==> config.mk <==
export PLATFORM = sky130hd
export DESIGN_NAME = nv2r_fifo
export DESIGN_NICKNAME = d
export VERILOG_FILES = /design/src/nv2r_fifo.sv
export SDC_FILE = /design/constraint.sdc
export NUM_CORES = 1
export LEC_CHECK = 0
export BUFFER_PORTS_ARGS = -buffer_cell sky130_fd_sc_hd__buf_2
export CORE_UTILIZATION = 48
export DETAILED_ROUTE_END_ITERATION = 12
export PLACE_DENSITY = 0.82
export SYNTH_ARGS = -nofsm -noshare
export SYNTH_HDL_FRONTEND = slang
export SYNTH_SLANG_ARGS = --single-unit
==> constraint.sdc <==
create_clock -name i_clk -period 2.3 [get_ports i_clk]
set_clock_uncertainty 0.15 [all_clocks]
set_input_delay 0.23 -clock i_clk [delete_from_list [all_inputs] [get_ports i_clk]]
set_output_delay 0.23 -clock i_clk [all_outputs]
set_load 0.1 [all_outputs]
==> src/nv2r_fifo.sv <==
// Small register FIFO used between the converter stages and at the output.
module nv2r_fifo #(
    parameter int W     = 8,
    parameter int DEPTH = 4
) (
    input  logic         i_clk,
    input  logic         i_rst_n,
    input  logic         i_push,
    input  logic [W-1:0] i_data,
    output logic         o_full,
    input  logic         i_pop,
    output logic [W-1:0] o_data,
    output logic         o_empty
);

    localparam int AW = (DEPTH > 1) ? $clog2(DEPTH) : 1;
    localparam int CW = $clog2(DEPTH + 1);

    logic [W-1:0]  r_mem [DEPTH];
    logic [AW-1:0] r_wr, n_wr;
    logic [AW-1:0] r_rd, n_rd;
    logic [CW-1:0] r_cnt, n_cnt;
    logic          do_push;
    logic          do_pop;

    assign o_full  = (r_cnt == CW'(DEPTH));
    assign o_empty = (r_cnt == '0);
    assign o_data  = r_mem[r_rd];
    assign do_push = i_push && !o_full;
    assign do_pop  = i_pop && !o_empty;

    always_comb begin
        n_wr  = r_wr;
        n_rd  = r_rd;
        n_cnt = r_cnt;
        if (do_push) begin
            n_wr = (r_wr == AW'(DEPTH - 1)) ? '0 : r_wr + AW'(1);
        end
        if (do_pop) begin
            n_rd = (r_rd == AW'(DEPTH - 1)) ? '0 : r_rd + AW'(1);
        end
        if (do_push && !do_pop) begin
            n_cnt = r_cnt + CW'(1);
        end else if (do_pop && !do_push) begin
            n_cnt = r_cnt - CW'(1);
        end
    end

    always_ff @(posedge i_clk) begin
        if (!i_rst_n) begin
            r_wr  <= '0;
            r_rd  <= '0;
            r_cnt <= '0;
        end else begin
            r_wr  <= n_wr;
            r_rd  <= n_rd;
            r_cnt <= n_cnt;
        end
    end

    always_ff @(posedge i_clk) begin
        if (do_push) begin
            r_mem[r_wr] <= i_data;
        end
    end

endmodule

==> flow_summary.toml <==
[finish]
diodes = 0
stdcell_count = 173
nets = 147
final_core_utilization_pct = 62.80
num-fill-cells = 221
area_delta_synth_final_pct = 20.49
regArea_um2 = 1147
multi_input_area_um2 = 491.7
layout-drive-gt1-share_pct = 37.21

[clock_network]
cts_tree = "yes"
cts_root_buf = "clkbuf_4"
cts.clk_slew.worst_paths_ps = 110
cts.sinks = 41
clockBufferDepth = 2
cts_max_level = 2
cts_buffers = 5
cts_setup_buffers = 0
clock_latency_ps = 340

[synth]
syn_area_um2 = 1630
syn_inst = 93
synth_flop_cell = "edfxtp_1"
ys_warn_count = 0
syn-num-nets = 112
synth_edf_count = 32
yosysUniqueCellTypes = 23
synth_area_leaders = "edfxtp_1, dfxtp_1, mux4_2"
synthTopCellsByCount = "edfxtp_1, dfxtp_1, mux4_2"
synth.most_common_cell = "edfxtp_1"
synth-async-reset-ratio_pct = 0
post_synth.cell_area_avg_um2 = 17.53
synth_top_area_share_pct = 58.94
seq_area_frac_synth_pct = 69.99
ys_ff_latch = 41
yosys.area.top_type = "edfxtp_1"

[drt]
wl_per_cell_um = 15.42
drcViolationCount = 0
dr.pass1.iters = 4
vias = 880
postRouteAntennaNets = 0
drt_iter0_markers = 15
via_per_inst = 5.087
wl_um = 2667

[die]
die_h_um = 60.28
fp-row-count = 20
coreArea_um2 = 3128
dieArea_um2 = 3634
die_w_um = 60.28
initial_core_util_pct = 52.12
ios = 22

[critical_path]
worstPathArrival_ps = 2300
cp.required_ps = 2420
crit_path_start_kind = "flop"
crit_path_end_kind = "flop"
path_max_fanout = 5
crit_type = "reg2reg"

[power]
powerDensity_nw_per_um2 = 1248
p_leak_nw = 0.7147
ir_worst_vdd_v = 0.0005681

[timing]
maxSlewViolCount = 0
fin_ws_ps = 128.2
final-setup-viol-count = 0
fin_setup_tns_ps = 0
worstMarginPinSlew_ps = 487.3
hold_viol_final = 0
fin_crit_sh_pct = 94.43
timing.fmax_ghz = 0.4604
rsz0062_at_grt = "false"
slew_headroom_pct = 67.74
min_period_ps = 2172

[grt]
grt_pass1_vias = 944
grt_max_degree = 13
antenna_found_initial = 0
track_usage_pct = 17.13
overflow = 0
grt_pass1_wl_um = 4133

[placed_design]
place_inst = 157
gp_congestion = 0.7499
portBuffers = 21
dp_hpwl_um = 1861
pre_cts_slack_ps = 75.71

[worst_hold_path]
hp-class = "in2reg"

[flow_run]
drv_cap = 0

[status]
status = "finished clean"
[final timing paths]
path | from | slack [ps] | cells past startpoint | end
setup / recovery | r_cnt[1] | 130 | 7 | r_cnt[2]
hold / removal | i_rst_n | 60 | 2 | r_cnt[2]
setup reg to reg | r_cnt[1] | 130 | 7 | r_cnt[2]
hold reg to reg | r_wr[1] | 380 | 2 | r_wr[1]
[area by class of cell]
cell class / instances / share of cell area, %
clock buffer: 6 / 2.102
tap: 44 / 2.803
timing repair buffer: 32 / 10.57
sequential: 41 / 58.41
clock inverter: 2 / 0.5096
inverter: 3 / 0.5732
multi-input combinational: 45 / 25.03
[power by group]
| part | switching (mW) | internal (mW) | leakage, nW |
|---|---|---|---|
| registers | 0.0828 | 0.918 | 0.369 |
| clock network | 0.214 | 0.117 | 0.0320 |
| logic | 0.816 | 0.305 | 0.314 |
| total | 1.11 | 1.34 | 0.715 |
[through the flow]
step | cell area, um^2 | power (mW) | hold slack (ps)
4_1_cts | 1957 | 2.466 | 49.78
5_1_grt | 1964 | 2.569 | 48.22
6_report | 1964 | 2.452 | 64.88
3_5_place_dp | 1826 | 2.129 | 298.8
3_3_place_gp | 1826 | 2.085 | 289.5
2_1_floorplan | 1663 | 1.939 | 178.9
[critical path: stages (launching register included)]
cell and delay [ps]:
dfxtp_2 390, o31ai_2 360, ha_4 200, inv_2 40, fa_1 370, xor2_1 160, or3_1 300, a21boi_0 160
[logic make-up after synthesis]
kind of cell             Yosys count  synth area share [%]
XOR/XNOR                           2                 1.075
adder cells (fa/ha/maj)            7                 5.833
AND/OR/NAND/NOR                   20                 6.600
multiplexers                      11                 12.89
buffers and inverters              7                 1.765
AO/OA/AOI/OAI                      5                 1.842
flip-flops                        41                 69.99
[routing by layer]
metal | part of all wire, % | routed length [um] | global-route usage, %
met3 | 4.0 | 106 | 5.195
met4 | 2.0 | 54 | 9.967
met1 | 40 | 1065 | 18.23
met2 | 54 | 1440 | 29.67
met5 | 0 | 0 | 0
[state kept, by name (all words and copies together) (netlist names), named ones only]
name and flops:
r_rd 2, r_mem 32, r_wr 2, r_cnt 3
[layout by cell type, fill, tap and decap left out, drive strengths merged, types with 5 or more instances in the layout]
| master | n |
|---|---|
| dfxtp | 9 |
| mux4 | 8 |
| and2 | 5 |
| dlygate4sd3 | 8 |
| ha | 6 |
| edfxtp | 32 |
| nand2 | 6 |
| buf | 24 |
| clkbuf | 6 |
[repair_timing]
item,in CTS,in global routing
hold buffers,8,0
gates resized for setup,0,2
endpoints found under the setup margin,0,1
hold endpoints to repair,32,0
No activity file was read; power rests on OpenSTA's default activity.
